**src/rtl/xtw_out_buf.sv**
```systemverilog
// ----------------------------------------------------------------------------
// xtw_out_buf: output register with skid stage
// Holds a finished block for the receiver and catches one more when the
// receiver stalls; the cell chain freezes only while the skid stage is full.
// ----------------------------------------------------------------------------
`default_nettype none

module xtw_out_buf (
  input  wire logic        clk_i,
  input  wire logic        rst_ni,
  input  wire logic        valid_i,
  input  wire logic [63:0] data_i,
  output logic             en_o,
  output logic             m_axis_tvalid,
  input  wire logic        m_axis_tready,
  output logic [63:0]      m_axis_tdata
);

  logic        out_v_q, out_v_d, skid_v_q, skid_v_d;
  logic        load_out, load_skid, drain;
  logic [63:0] out_q, skid_q;

  // steer the arriving item into the output or the skid stage
  always_comb begin
    en_o      = !skid_v_q;
    out_v_d   = out_v_q;
    skid_v_d  = skid_v_q;
    load_out  = 1'b0;
    load_skid = 1'b0;
    drain     = 1'b0;
    if (skid_v_q) begin
      if (m_axis_tready) begin
        drain    = 1'b1;
        skid_v_d = 1'b0;
      end
    end else if (out_v_q && !m_axis_tready) begin
      if (valid_i) begin
        load_skid = 1'b1;
        skid_v_d  = 1'b1;
      end
    end else begin
      load_out = 1'b1;
      out_v_d  = valid_i;
    end
  end

  always_ff @(posedge clk_i or negedge rst_ni) begin
    if (!rst_ni) begin
      out_v_q  <= 1'b0;
      skid_v_q <= 1'b0;
    end else begin
      out_v_q  <= out_v_d;
      skid_v_q <= skid_v_d;
    end
  end

  always_ff @(posedge clk_i) begin
    if (drain) begin
      out_q <= skid_q;
    end else if (load_out) begin
      out_q <= data_i;
    end
    if (load_skid) begin
      skid_q <= data_i;
    end
  end

  assign m_axis_tvalid = out_v_q;
  assign m_axis_tdata  = out_q;

`ifndef SYNTHESIS
  a_skid_needs_out: assert property (@(posedge clk_i) disable iff (!rst_ni)
    skid_v_q |-> out_v_q)
    else $error("skid stage full while output register empty");

  a_skid_fill_on_stall: assert property (@(posedge clk_i) disable iff (!rst_ni)
    $rose(skid_v_q) |-> $past(out_v_q && !m_axis_tready && valid_i))
    else $error("skid stage filled without a stalled output");

  a_drain_keeps_valid: assert property (@(posedge clk_i) disable iff (!rst_ni)
    $fell(skid_v_q) |-> out_v_q && $past(m_axis_tready))
    else $error("skid stage drained without a take");
`endif

endmodule

`default_nettype wire
```
**config.mk**
```make
export PLATFORM = sky130hd
export DESIGN_NAME = xtw_out_buf
export DESIGN_NICKNAME = d
export VERILOG_FILES = /design/src/rtl/xtw_out_buf.sv
export SDC_FILE = /design/constraint.sdc
export NUM_CORES = 1
export LEC_CHECK = 0
export BUFFER_PORTS_ARGS = -buffer_cell sky130_fd_sc_hd__buf_2
export CAP_MARGIN = 20
export CORE_ASPECT_RATIO = 1.4
export CORE_MARGIN = 4
export CORE_UTILIZATION = 48
export CTS_BUF_LIST = sky130_fd_sc_hd__clkbuf_4
export DETAILED_ROUTE_END_ITERATION = 8
export GPL_TIMING_DRIVEN = 0
export MAX_ROUTING_LAYER = met4
export PLACE_DENSITY = 0.77
export SYNTH_ARGS = -nofsm -noshare
export SYNTH_HDL_FRONTEND = slang
export SYNTH_SLANG_ARGS = --single-unit
export TNS_END_PERCENT = 5
```
**constraint.sdc**
```tcl
create_clock -name clk_i -period 4.2 [get_ports clk_i]
set_clock_uncertainty 0.1 [all_clocks]
set_input_delay 0.21 -clock clk_i [delete_from_list [all_inputs] [get_ports clk_i]]
set_output_delay 0.21 -clock clk_i [all_outputs]
set_load 0.02 [all_outputs]
```
=== Word-level counts from Yosys, hierarchy flattened ===
Cells that the tools add are included.

* Bits of input ports: 68
* Logic and storage cells: 22
* Output and inout bits: 66
* Register bits: 130

* Reductions and logical operators: 5
* Muxes and demuxes: 11
* Bitwise operators: 2

{| class="wikitable"
|+ Operators by type and width
! kind !! number
|-
| 64-bit 2-to-1 mux || 2
|-
| 1-bit 2-to-1 mux || 9
|-
| 1-bit logical NOT || 2
|-
| 1-bit inverter || 2
|-
| 2-bit AND reduction || 1
|-
| 2-bit nonzero test || 1
|-
| 1-bit logical AND || 1
|}

=== Depth between registers and ports, before layout ===
* Depth in word-level cells: 6
* Gate-level depth with buffers: 3

=== Worst setup path before layout ===
OpenSTA, ideal clock, no wires.

* Path type: register -> register
* From: reg out_v_q (netlist: m_axis_tvalid)
* To: reg out_q[0] (netlist: m_axis_tdata[0]) (enable)
* Clock period less this slack: 4098 ps
* Cell stages (with the launch flop): 2
* Data arrival time: 3498 ps
* Path slack: 102 ps
* Setup time: 499 ps
* Cell sequence: dfrtp_1 -> o21bai_1

* Longest elaborated chain between the ends: 4

{| class="wikitable"
|+ Ends and longest elaborated chain
! element !! RTL line !! source
|-
| start, declared || 19 || <nowiki>logic out_v_q, out_v_d, skid_v_q, skid_v_d;</nowiki>
|-
| start signal, assigned || 52 || <nowiki>out_v_q <= out_v_d;</nowiki>
|-
| 1-bit logical AND || 36 || <nowiki>end else if (out_v_q && !m_axis_tready) begin</nowiki>
|-
| 1-bit 2-to-1 mux || 36 ||
|-
| 1-bit 2-to-1 mux || 31 || <nowiki>if (skid_v_q) begin</nowiki>
|-
| 2-bit nonzero test (no line) || - ||
|-
| end signal, assigned || 59 || <nowiki>out_q <= skid_q;</nowiki>
|-
| end signal, assigned || 61 || <nowiki>out_q <= data_i;</nowiki>
|-
| end, declared || 21 || <nowiki>logic [63:0] out_q, skid_q;</nowiki>
|}

Every way passes these cells.
A chain may end at the register's enable or synchronous reset.

=== Worst setup path after layout ===
* From: reg skid_v_q
* To: reg skid_q[43] (enable)

* Longest elaborated chain between the ends: 1

{| class="wikitable"
|+ Ends and longest elaborated chain
! element !! RTL line !! source
|-
| start, declared || 19 ||
|-
| start signal, assigned || 53 || <nowiki>skid_v_q <= skid_v_d;</nowiki>
|-
| 1-bit 2-to-1 mux || 31 ||
|-
| via load_skid || 20 || <nowiki>logic load_out, load_skid, drain;</nowiki>
|-
| end signal, assigned || 64 || <nowiki>skid_q <= data_i;</nowiki>
|-
| end, declared || 21 ||
|}

The timed path passes the listed nets, and every way through them passes these cells.

==> results.json <==
{
  "final_nets": 500,
  "power_frac_seq": 0.534,
  "start_util": 0.499,
  "worst_pin_slew_ns": 0.569,
  "synth_cells": 208,
  "pwr-share-clk": 0.332,
  "slowest_stage": "and4bb_4",
  "synthesis.area_um2": 4770,
  "required_ns": 4.30,
  "power_frac_comb": 0.134,
  "ios": 134,
  "p_leak_nw": 2.63,
  "vias_per_cell": 4.71,
  "place.gp.congestion": 0.701,
  "synth_cell_types": 13,
  "switching_share": 0.236,
  "p_switching_mw": 0.696,
  "cts_sinks": 130,
  "syn_area_per_cell_um2": 23.0,
  "cts_resized": 0,
  "cts-buffers-inserted": 17,
  "cp_max_fo": 36,
  "status": "finished clean",
  "cp-end-kind": "flop",
  "cp_slowest_stage_delay_ns": 0.72,
  "placementRows": 42,
  "drive_above_1_share": 0.537,
  "yosysWarnings": 0,
  "mostFrequentLayoutCell": "buf_2",
  "yosysSeqAreaShare": 0.816,
  "drtIter0Drc": 116,
  "start_kind": "flop",
  "slew-limit-headroom": 0.620,
  "cp.arrival_ns": 2.04,
  "clk_pin_slew_ns": 0.11,
  "drc": 0,
  "core_area_um2": 9560,
  "fin_crit_ns": 1.94,
  "hold_slack_ns": 0.320,
  "final_hold_viol_count": 0,
  "critical_path.cell_chain": "and4bb_4, buf_12",
  "drt_wl_total_mm": 9.86,
  "grt_pass1_wl_mm": 15.8,
  "fill_cells": 650,
  "finalSetupViolations": 0,
  "fin_crit_sh": 0.461,
  "vias": 2721,
  "grt_max_degree": 37,
  "wire_per_inst_um": 17.1,
  "dieArea_um2": 11600,
  "antenna_found_initial": 1,
  "ys_ff_latch": 130,
  "grt-ovfl-total": 0,
  "die_x_um": 92.3,
  "crit_type": "reg2reg",
  "portBuffers": 133,
  "clk_path_buf_depth": 2,
  "slew_viol_final": 0,
  "synthesis.nets": 276,
  "power_density_nw_per_um2": 439,
  "maxCapViolations": 0,
  "rsz0062_at_grt": "false",
  "dp_hpwl_mm": 5.96,
  "p_int_mw": 2.25,
  "area_growth_syn_to_layout_pct": 40.8,
  "min_path_type": "in2reg",
  "die_h_um": 126,
  "final_antenna_net_count": 0,
  "grt_usage": 0.187,
  "cts_tree": "built",
  "cts_root_buffer": "clkbuf_4",
  "final_cell_mix": "133 x buf_2, 128 x edfxtp_1, 69 x dlygate4sd3_1, 59 x mux2_2, 17 x clkbuf_4",
  "drt_pre_antenna_iters": 4,
  "grt_pass1_vias": 3067,
  "cts_max_level": 4,
  "clock.fmax_mhz": 516,
  "p_total_mw": 2.95,
  "insertion_delay_ns": 0.50,
  "ir_drop_mv": 0.297
}
[power groups by stage]
stage,Combinational (mW),Sequential [mW],Clock (mW)
3_3_place_gp,0.324,1.61,0
5_1_grt,0.423,1.58,1.08
2_1_floorplan,0.108,1.70,0
3_5_place_dp,0.348,1.60,0
6_report,0.396,1.57,0.980
4_1_cts,0.400,1.57,1.01
[timing repair]
action / in CTS / in global routing
endpoints found under the setup margin: 0 / 0
hold buffers: 69 / 0
endpoints found under the hold margin: 132 / 0
setup buffers: 0 / 0
[kinds of logic (layout without fill, tap and decap cells)]
logic type,after synthesis,count (layout),synth area share
flops,130,130,0.816
buf+inv,7,244,0.0181
other cells,0,1,0
compound gates,3,3,0.00445
mux,64,64,0.155
simple gates,4,4,0.00707
[metal layers]
| layer | vias up | share of wire | global-route usage | wire [µm] |
|---|---|---|---|---|
| li1 | 1290 | - | - | - |
| met1 | 1338 | 0.40 | 0.204 | 3920 |
| met2 | 86 | 0.54 | 0.321 | 5340 |
| met3 | 7 | 0.047 | 0.0621 | 463 |
| met4 | 0 | 0.013 | 0.0604 | 124 |
| met5 | - | 0 | - | 0 |
[final cells by class]
type / instances / area, µm² / area share
flip-flops and latches: 130 / 3890 / 0.579
repair buffers: 205 / 1420 / 0.212
multi-input cells: 71 / 810 / 0.120
clock inverters: 15 / 215 / 0.0320
well taps: 132 / 165 / 0.0246
clock buffers: 17 / 128 / 0.0190
plain buffers: 6 / 82.6 / 0.0123
inverters: 1 / 3.75 / 0.000558
diodes: 1 / 2.50 / 0.000372
[per-stage QoR]
stage / setup TNS [ns] / cells / util / worst slack, ns / cell area [µm²]
floorplan: 0 / 208 / - / 0.102 / 4770
global placement: -89.32 / 473 / 0.586 / -1.40 / 5610
detailed placement: 0 / 476 / 0.595 / 2.26 / 5690
CTS: 0 / 577 / 0.703 / 2.26 / 6720
global route: 0 / 578 / 0.703 / 2.16 / 6720
finish: 0 / 578 / 0.703 / 2.26 / 6720
[synthesized netlist by cell type]
cell type  instances  area [µm²]
o21bai_1           1        7.51
mux2_4             5        75.1
mux2_2            59         664
nand2b_1           1        6.26
dfrtp_1            2        50.1
nor2_1             1        3.75
a21oi_1            1        5.00
and4bb_2           1        12.5
nand2_4            1        11.3
inv_1              1        3.75
a22o_1             1        8.76
edfxtp_1         128        3840
clkbuf_8           6        82.6
[flip-flops by register name (all words and copies together), names as in the netlist]
| name | flops |
|---|---|
| m_axis_tvalid | 1 |
| skid_v_q | 1 |
| m_axis_tdata | 64 |
| skid_q | 64 |
[final timing paths]
check,from,slack (ns),cells past startpoint,endpoint
worst max register to register,skid_v_q,2.26,2,skid_q[43]
worst min-delay path,data_i[31],0.32,2,skid_q[31]
max in group asynchronous,rst_ni,3.39,3,skid_v_q
worst max-delay path,skid_v_q,2.26,2,skid_q[43]
min in group asynchronous,rst_ni,0.46,3,m_axis_tvalid
worst min register to register,skid_q[5],0.46,1,m_axis_tdata[5]
[critical path, delay by kind of cell (launching register included)]
family / cells / cell delay [ns]
flops: 1 / 0.50
simple gates: 1 / 0.72
buf+inv: 1 / 0.29
No activity file was read; power rests on OpenSTA's default activity.
