--- config.mk ---
export PLATFORM = sky130hd
export DESIGN_NAME = xtw_key_regs
export DESIGN_NICKNAME = d
export VERILOG_FILES = /design/src/rtl/xtw_pkg.sv /design/src/rtl/xtw_key_regs.sv
export SDC_FILE = /design/constraint.sdc
export NUM_CORES = 1
export LEC_CHECK = 0
export ABC_AREA = 0
export BUFFER_PORTS_ARGS = -buffer_cell sky130_fd_sc_hd__buf_2
export CAP_MARGIN = 20
export CELL_PAD_IN_SITES_DETAIL_PLACEMENT = 1
export CELL_PAD_IN_SITES_GLOBAL_PLACEMENT = 2
export CORE_MARGIN = 2
export CORE_UTILIZATION = 34
export CTS_CLUSTER_DIAMETER = 60
export DETAILED_ROUTE_END_ITERATION = 8
export PLACE_DENSITY = 0.86
export SLEW_MARGIN = 20
export SYNTH_ARGS = -nofsm -noshare
export SYNTH_HDL_FRONTEND = slang
export SYNTH_SLANG_ARGS = --single-unit
--- constraint.sdc ---
create_clock -name clk_i -period 1.89 [get_ports clk_i]
set_input_delay 0.2835 -clock clk_i [delete_from_list [all_inputs] [get_ports clk_i]]
set_output_delay 0.2835 -clock clk_i [all_outputs]
set_load 0.02 [all_outputs]
--- src/rtl/xtw_pkg.sv ---
// ----------------------------------------------------------------------------
// xtw_pkg: shared types and constants of the two-word XXTEA cipher
// Round count, key reset values, round sum constants and the item record
// that travels along the chain of round cells.
// ----------------------------------------------------------------------------
`default_nettype none

package xtw_pkg;

  // number of full rounds; each round is two half-round cells
  localparam int unsigned ROUNDS = 32;
  localparam int unsigned NCELLS = 2 * ROUNDS;

  localparam int unsigned WORD_W = 32;
  localparam int unsigned KEY_WORDS = 4;
  localparam int unsigned KEY_IDX_W = $clog2(KEY_WORDS);

  // golden-ratio step of the round sum
  localparam logic [WORD_W-1:0] DELTA = 32'h9E37_79B9;
  // first sum of a decryption: ROUNDS * DELTA modulo 2^32
  localparam logic [WORD_W-1:0] DEC_SUM_INIT =
    WORD_W'(64'(ROUNDS) * 64'(DELTA));

  // key reset values
  localparam logic [WORD_W-1:0] KEY0_RST = 32'h4D62_5165;
  localparam logic [WORD_W-1:0] KEY1_RST = 32'h5468_576D;
  localparam logic [WORD_W-1:0] KEY2_RST = 32'h5971_3374;
  localparam logic [WORD_W-1:0] KEY3_RST = 32'h3677_397A;

  // operation codes
  localparam logic OP_ENC = 1'b0;
  localparam logic OP_DEC = 1'b1;

  typedef logic [KEY_WORDS-1:0][WORD_W-1:0] key_t;

  // one block in flight
  typedef struct packed {
    logic              op;
    logic [WORD_W-1:0] v0;
    logic [WORD_W-1:0] v1;
    logic [WORD_W-1:0] sum;
  } item_t;

endpackage

`default_nettype wire

--- src/rtl/xtw_key_regs.sv ---
// ----------------------------------------------------------------------------
// xtw_key_regs: key register file
// Four 32-bit key words behind an APB-style port, reset to the built-in key.
// ----------------------------------------------------------------------------
`default_nettype none

module xtw_key_regs (
  input  wire logic                  clk_i,
  input  wire logic                  rst_ni,
  input  wire logic                  psel,
  input  wire logic                  penable,
  input  wire logic                  pwrite,
  input  wire logic [3:0]            paddr,
  input  wire logic [31:0]           pwdata,
  output logic      [31:0]           prdata,
  output logic                       pready,
  output xtw_pkg::key_t              key_o
);
  import xtw_pkg::*;

  key_t                 key_q, key_d;
  logic [KEY_IDX_W-1:0] idx;
  logic                 wr_en;

  // decode the word address and the write strobe
  always_comb begin
    pready = 1'b1;
    idx    = paddr[3:2];
    wr_en  = psel & penable & pwrite & pready;
    prdata = key_q[idx];
    key_d  = key_q;
    if (wr_en) begin
      key_d[idx] = pwdata;
    end
  end

  // hold the key words
  always_ff @(posedge clk_i or negedge rst_ni) begin
    if (!rst_ni) begin
      key_q[0] <= KEY0_RST;
      key_q[1] <= KEY1_RST;
      key_q[2] <= KEY2_RST;
      key_q[3] <= KEY3_RST;
    end else begin
      key_q <= key_d;
    end
  end

  assign key_o = key_q;

endmodule

`default_nettype wire

# Yosys cells after proc, flatten, opt, wreduce, memory -nomap -nowiden

Index checks and enable logic that the tools add are counted.

Bits in registers: 128
Input bits: 41
Output and inout port bits: 161
Word-level logic and storage cells: 14

Magnitude comparators: 2
Multiplexer cells: 5
Bitwise gates (word level): 2
Reduce and logical (&&, ||, !) cells: 1

Operators by type and width:

| kind                 | number |
|---|---|
| $bwmux W128          | 1 |
| $bmux W32 S2         | 1 |
| $demux W32 S2        | 1 |
| $mux W32             | 2 |
| $lt A2 B3 Y1 const B | 1 |
| $and A1 B1 Y1        | 2 |
| $ge A2 B1 Y1 const B | 1 |
| $logic_and A1 B1 Y1  | 1 |

# Longest topological paths before layout

Gate-level depths: netlist (run 1).

Depth in word-level cells: 5
Mapped depth: 6

# Worst setup path after synthesis (run 1)

OpenSTA, ideal clock, no wires.

Path kind: input -> output
From: in paddr[2]
To: out prdata[10]
Data arrival time: 1.315 ns
Setup slack: 0.291 ns
Stages: 3
Path buffers: 2
Cells stage by stage: buf_4 -> buf_2 -> mux4_2

Longest elaborated chain between the ends: 2

RTL lines:

| element                        | RTL line           | text |
|---|---|---|
| from (decl)                    | xtw_key_regs.sv:13 | `input wire logic [3:0] paddr,` |
| $bmux W32 S2                   | xtw_key_regs.sv:30 | `prdata = key_q[idx];` |
| $mux W32 (implied by the code) | xtw_key_regs.sv:30 |  |
| to (decl)                      | xtw_key_regs.sv:15 | `output logic [31:0] prdata,` |

No other way between the ends. The select of a mux whose other input is x is not followed.

# Worst setup path in the final report (run 1)

From: reg key_q (netlist bit key_o[36])
To: out prdata[4]

Longest elaborated chain between the ends: 2

RTL lines:

| element                        | RTL line           | text |
|---|---|---|
| from (decl)                    | xtw_key_regs.sv:21 | `key_t key_q, key_d;` |
| from (signal assigned)         | xtw_key_regs.sv:45 | `key_q <= key_d;` |
| $bmux W32 S2                   | xtw_key_regs.sv:30 |  |
| $mux W32 (implied by the code) | xtw_key_regs.sv:30 |  |

No other way between the ends. The select of a mux whose other input is x is not followed.

==> flow_metrics.py, run 1 <==
metrics = {
    "global_routing": {
        "grt_pass1_wl_mm": 24.5,
        "antenna_found_initial": 0,
        "grt_pass1_vias": 4253,
        "grt_max_degree": 53,
        "grt_overflow": 0,
        "grt_use_total_pct": 17.8,
    },
    "cells_and_area": {
        "syn_to_final_growth_pct": 33.7,
        "largest_reg_flops": 128,
        "fin_nets": 568,
        "antenna_cells": 0,
        "final_layout_size_suffix_gt1_share_pct": 86.7,
    },
    "detailed_routing": {
        "routed_wl_mm": 15.3,
        "drt_iter0_markers": 86,
        "drt-vias-per-instance": 4.87,
        "routedWlPerCell_um": 20.1,
        "drc_errors": 0,
        "ant_nets": 0,
        "first_pass_iters": 4,
        "vias": 3702,
    },
    "worst_setup_path": {
        "critPathLaunch": "key_o[36]$_DFFE_PN0P_",
        "path_cells": "mux4_2, buf_2",
        "cp_top_family": "multiplexers",
        "worstPathRequired_ps": 1610,
        "slowest_delay_ps": 470,
        "crit_slowest_cell": "mux4_2",
        "startpoint_type": "flop",
        "r2r-start": "key_o[103]$_DFFE_PN0P_",
        "arrival_ps": 1470,
        "critical_path_buf_inv_count": 1,
        "path_class": "reg -> out",
        "cp_max_fo": 3,
        "end_kind": "primary output",
    },
    "cts": {
        "path_clk_slew_ps": 60,
        "clock-root-buffer": "clkbuf_16",
        "cts_setup_buffers": 0,
        "clockBufferDepth": 2,
        "numCtsBuffers": 17,
        "clkLatencyLatePin_ps": 410,
        "cts_max_level": 4,
        "tritoncts": "built",
        "cts.sink_count": 128,
    },
    "sta": {
        "slew_viol_final": 0,
        "fin_setup_tns_ps": 0,
        "fmax_ghz": 0.571,
        "fin_crit_ps": 1750,
        "finalHoldViolCount": 0,
        "setup_ws_ps": 140,
        "grt_setup_unrepaired": "false",
        "fin_skew_ps": 0,
        "min_period_over_period_pct": 92.6,
        "setup_violations": 0,
    },
    "yosys": {
        "synth_area_sq_mm": 0.00576,
        "netlist-cell-type-count": 19,
        "syn-num-nets": 360,
        "synth_seq_cells": 128,
        "synthCells": 319,
        "syn_area_per_cell_sq_um": 18.1,
        "yosysSeqAreaShare_pct": 57.0,
        "ys_warn_count": 0,
    },
    "min_path": {
        "min_path_type": "in -> reg",
        "min_from": "pwdata[31]",
    },
    "floorplan": {
        "num_rows": 47,
        "pin_count": 202,
        "dieArea_sq_mm": 0.0180,
        "start_util_pct": 34.7,
        "die_w_um": 134,
        "fp.coreArea_sq_mm": 0.0166,
        "dieHeight_um": 134,
    },
    "status": {
        "status": "completed",
    },
    "power_and_ir_drop": {
        "power_density_mw_per_mm2": 1400,
        "combPwrFrac_pct": 30.1,
        "vdd_drop_max_mv": 0.616,
        "power_switching_mw": 3.50,
        "leakage_nw": 3.63,
        "p_int_mw": 7.25,
        "seq_power_share_pct": 38.7,
        "power_frac_clock_pct": 31.2,
        "switching_share_pct": 32.6,
    },
    "place": {
        "preCtsSetupSlack_ps": 106,
        "portBuffers": 198,
        "place_congestion": 0.759,
        "dp_hpwl_mm": 10.6,
    },
    "job": {
        "cap_violations": 0,
    },
}
placed cells by master, fill, tap and decap left out, types with 2 or more instances in the layout:
cell / synthesis / layout
dfstp_2: 65 / 65
clkbuf_1: 3 / 2
mux4_2: 32 / 32
bufinv_16: 0 / 3
buf_4: 3 / 6
dfrtp_1: 63 / 63
buf_2: 10 / 197
buf_12: 0 / 8
mux2_2: 95 / 95
clkbuf_8: 0 / 3
mux2_4: 30 / 30
clkinv_2: 0 / 4
clkbuf_16: 0 / 17
clkinvlp_4: 0 / 2
mux2_1: 3 / 3
cell families (layout without fill, tap and decap cells):
family        after synthesis  count (layout)  share of synthesized area (%)
flops                     128             128                           57.0
mux                       160             160                           39.5
other cells                 1               1                         0.0651
simple gates                6               6                          0.652
buf+inv                    24             245                           2.78
layout make-up:
class | instances | area (sq um)
clock buffer | 22 | 474
clock inverter | 10 | 134
fill | 1729 | 8880
inverter | 1 | 3.75
multi-input combinational | 167 | 2330
sequential | 128 | 3280
tap | 220 | 275
timing repair buffer | 212 | 1200
Yosys cell counts:
master | number | area [sq um]
mux2_2 | 95 | 1070
dfstp_2 | 65 | 1710
dfrtp_1 | 63 | 1580
mux4_2 | 32 | 721
mux2_4 | 30 | 450
buf_2 | 10 | 50.1
buf_6 | 6 | 67.6
buf_4 | 3 | 22.5
clkbuf_1 | 3 | 11.3
mux2_1 | 3 | 33.8
clkbuf_2 | 1 | 5.00
conb_1 | 1 | 3.75
inv_2 | 1 | 3.75
nand3_1 | 1 | 5.00
nand4_1 | 1 | 6.26
nor2_1 | 1 | 3.75
nor3_2 | 1 | 10.0
or2_1 | 1 | 6.26
or3_1 | 1 | 6.26
final timing paths:
path	end	slack [ps]	cells after the start
max in group asynchronous	key_o[51]$_DFFE_PN1P_	860	3
worst max-delay path	prdata[4]	140	2
worst min register to register	key_o[29]$_DFFE_PN0P_	530	1
min in group asynchronous	key_o[103]$_DFFE_PN0P_	360	2
worst min-delay path	key_o[63]$_DFFE_PN0P_	150	2
worst max register to register	key_o[103]$_DFFE_PN0P_	1070	1
layer usage:
metal  GRT usage (%)  wire, um  vias to the layer above
li1                -         -                     1608
met5               0         0                        -
met4            6.32       229                        0
met3            3.63       616                       16
met2            31.7      8340                      109
met1            21.4      6070                     1969
what timing repair did:
item                                   4_1_cts  5_1_grt
hold buffers                                 1        0
endpoints found under the hold margin       15        0
resized for setup                            0        0
metrics by stage:
step,cell area (sq um),std cells,hold WS [ps],util (%),total power [mW]
2_1_floorplan,5760,319,-12.1,-,6.19
3_3_place_gp,7090,727,234,42.7,7.34
3_5_place_dp,7090,727,247,42.7,7.47
4_1_cts,7700,760,127,46.5,10.9
5_1_grt,7700,760,136,46.5,11.3
6_report,7700,760,147,46.5,10.7
power by group through the flow:
stage | Clock [mW] | Sequential (mW) | Combinational [mW]
after floorplan | 0 | 4.89 | 1.30
after CTS | 3.43 | 4.17 | 3.29
after global placement | 0 | 4.14 | 3.20
after detailed placement | 0 | 4.20 | 3.27
after global routing | 3.57 | 4.28 | 3.43
final | 3.35 | 4.16 | 3.24
No activity file was read; power rests on OpenSTA's default activity.
==> run 2: changes to the inputs <==
--- a/config.mk
+++ b/config.mk
@@ -14,7 +14,7 @@
 export CORE_UTILIZATION = 34
 export CTS_CLUSTER_DIAMETER = 60
 export DETAILED_ROUTE_END_ITERATION = 8
-export PLACE_DENSITY = 0.86
+export PLACE_DENSITY_LB_ADDON = 0.1
 export SLEW_MARGIN = 20
 export SYNTH_ARGS = -nofsm -noshare
 export SYNTH_HDL_FRONTEND = slang
==> flow_metrics.py, run 2 (synthesis gave the netlist of run 1 again) <==
metrics = {
    "worst_setup_path": {
        "startpoint_type": "flop",
        "end_kind": "primary output",
        "path_class": "reg -> out",
        "cp_max_fo": 3,
        "arrival_ps": 1460,
        "worstPathRequired_ps": 1610,
    },
    "global_routing": {
        "grt_pass1_wl_mm": 24.3,
        "grt_use_total_pct": 17.9,
        "grt_overflow": 0,
        "antenna_found_initial": 0,
        "grt_max_degree": 65,
        "grt_pass1_vias": 4074,
    },
    "floorplan": {
        "pin_count": 202,
        "dieHeight_um": 134,
        "fp.coreArea_sq_mm": 0.0166,
        "num_rows": 47,
        "die_w_um": 134,
        "start_util_pct": 34.7,
        "dieArea_sq_mm": 0.0180,
    },
    "place": {
        "dp_hpwl_mm": 10.9,
        "portBuffers": 198,
        "place_congestion": 0.752,
        "place_area_sq_mm": 0.00710,
    },
    "detailed_routing": {
        "vias": 3664,
        "first_pass_iters": 5,
        "routed_wl_mm": 15.4,
        "drt_iter0_markers": 115,
        "routedWlPerCell_um": 20.1,
        "drt-vias-per-instance": 4.80,
        "drc_errors": 0,
        "ant_nets": 0,
    },
    "sta": {
        "slew_viol_final": 0,
        "min_period_over_period_pct": 92.3,
        "grt_setup_unrepaired": "false",
        "fmax_ghz": 0.573,
        "finalHoldViolCount": 0,
        "setup_violations": 0,
        "fin_crit_ps": 1740,
        "fin_setup_tns_ps": 0,
        "fin_skew_ps": 0,
    },
    "cts": {
        "path_clk_slew_ps": 50,
        "clkLatencyLatePin_ps": 410,
        "numCtsBuffers": 17,
        "clock-root-buffer": "clkbuf_16",
        "cts_max_level": 4,
        "clockBufferDepth": 2,
        "cts.sink_count": 128,
        "tritoncts": "built",
    },
    "cells_and_area": {
        "fillers": 1690,
        "fin_nets": 571,
        "layout_common_cells": "197 x buf_2, 95 x mux2_2, 65 x dfstp_2",
        "seqCellArea_sq_mm": 0.00328,
        "final_layout_size_suffix_gt1_share_pct": 86.2,
        "antenna_cells": 0,
        "syn_to_final_growth_pct": 33.3,
        "largest_reg_flops": 128,
        "multi_input_area_sq_mm": 0.00233,
        "final_common_cell": "buf_2",
        "fin_area_sq_mm": 0.00768,
    },
    "job": {
        "cap_violations": 0,
    },
    "min_path": {
        "min_path_type": "in -> reg",
    },
    "status": {
        "status": "completed",
    },
    "power_and_ir_drop": {
        "vdd_drop_max_mv": 0.786,
        "leakage_nw": 3.63,
        "power_density_mw_per_mm2": 1370,
    },
}
[run 2: what timing repair did]
action	in CTS	in global routing
setup endpoints to repair	0	0
resized for setup	0	0
hold endpoints to repair	63	0
hold buffers	1	0
setup buffers	0	0
[run 2: worst paths after layout]
kind,from,endpoint,slack [ps],depth (start not counted)
worst max-delay path,key_o[96]$_DFFE_PN0P_,prdata[0],150,2
worst min-delay path,pwdata[9],key_o[73]$_DFFE_PN1P_,140,2
worst max register to register,key_o[103]$_DFFE_PN0P_,key_o[103]$_DFFE_PN0P_,1080,1
worst min register to register,key_o[18]$_DFFE_PN0P_,key_o[18]$_DFFE_PN0P_,510,1
max in group asynchronous,rst_ni,key_o[37]$_DFFE_PN1P_,1120,3
min in group asynchronous,rst_ni,key_o[55]$_DFFE_PN0P_,430,3
[run 2: power breakdown]
part / switching (mW) / internal [mW] / leakage, nW
registers: 0.495 / 3.63 / 1.45
logic: 1.81 / 1.44 / 1.89
clock network: 1.13 / 2.03 / 0.285
[run 2: worst max-delay path: stages, from the launching register on]
cell and delay (ps):
dfrtp_1 400, mux4_2 480, buf_2 180
[run 2: metal layers]
metal	GRT usage, %	wire length (um)
met1	23.4	6680
met2	28.1	7480
met3	5.78	967
met4	6.14	236
met5	0	0
[run 2: cell type report]
cell class | instances | share of cell area, %
clock buffers | 25 | 6.32
clock inverters | 7 | 1.11
inverters | 1 | 0.0489
multi-input cells | 167 | 30.4
flip-flops and latches | 128 | 42.8
well taps | 220 | 3.59
repair buffers | 215 | 15.8
[run 2: stage by stage]
stage / util [%] / instances / hold slack, ps / power, mW / setup WS [ps]
after CTS: 46.3 / 763 / 123 / 10.7 / 114
after global placement: 42.8 / 730 / 336 / 7.38 / 103
after global routing: 46.3 / 763 / 132 / 11.1 / 78.7
after floorplan: - / 319 / -12.1 / 6.19 / 291
after detailed placement: 42.8 / 730 / 339 / 7.46 / 101
final: 46.3 / 763 / 144 / 10.5 / 146
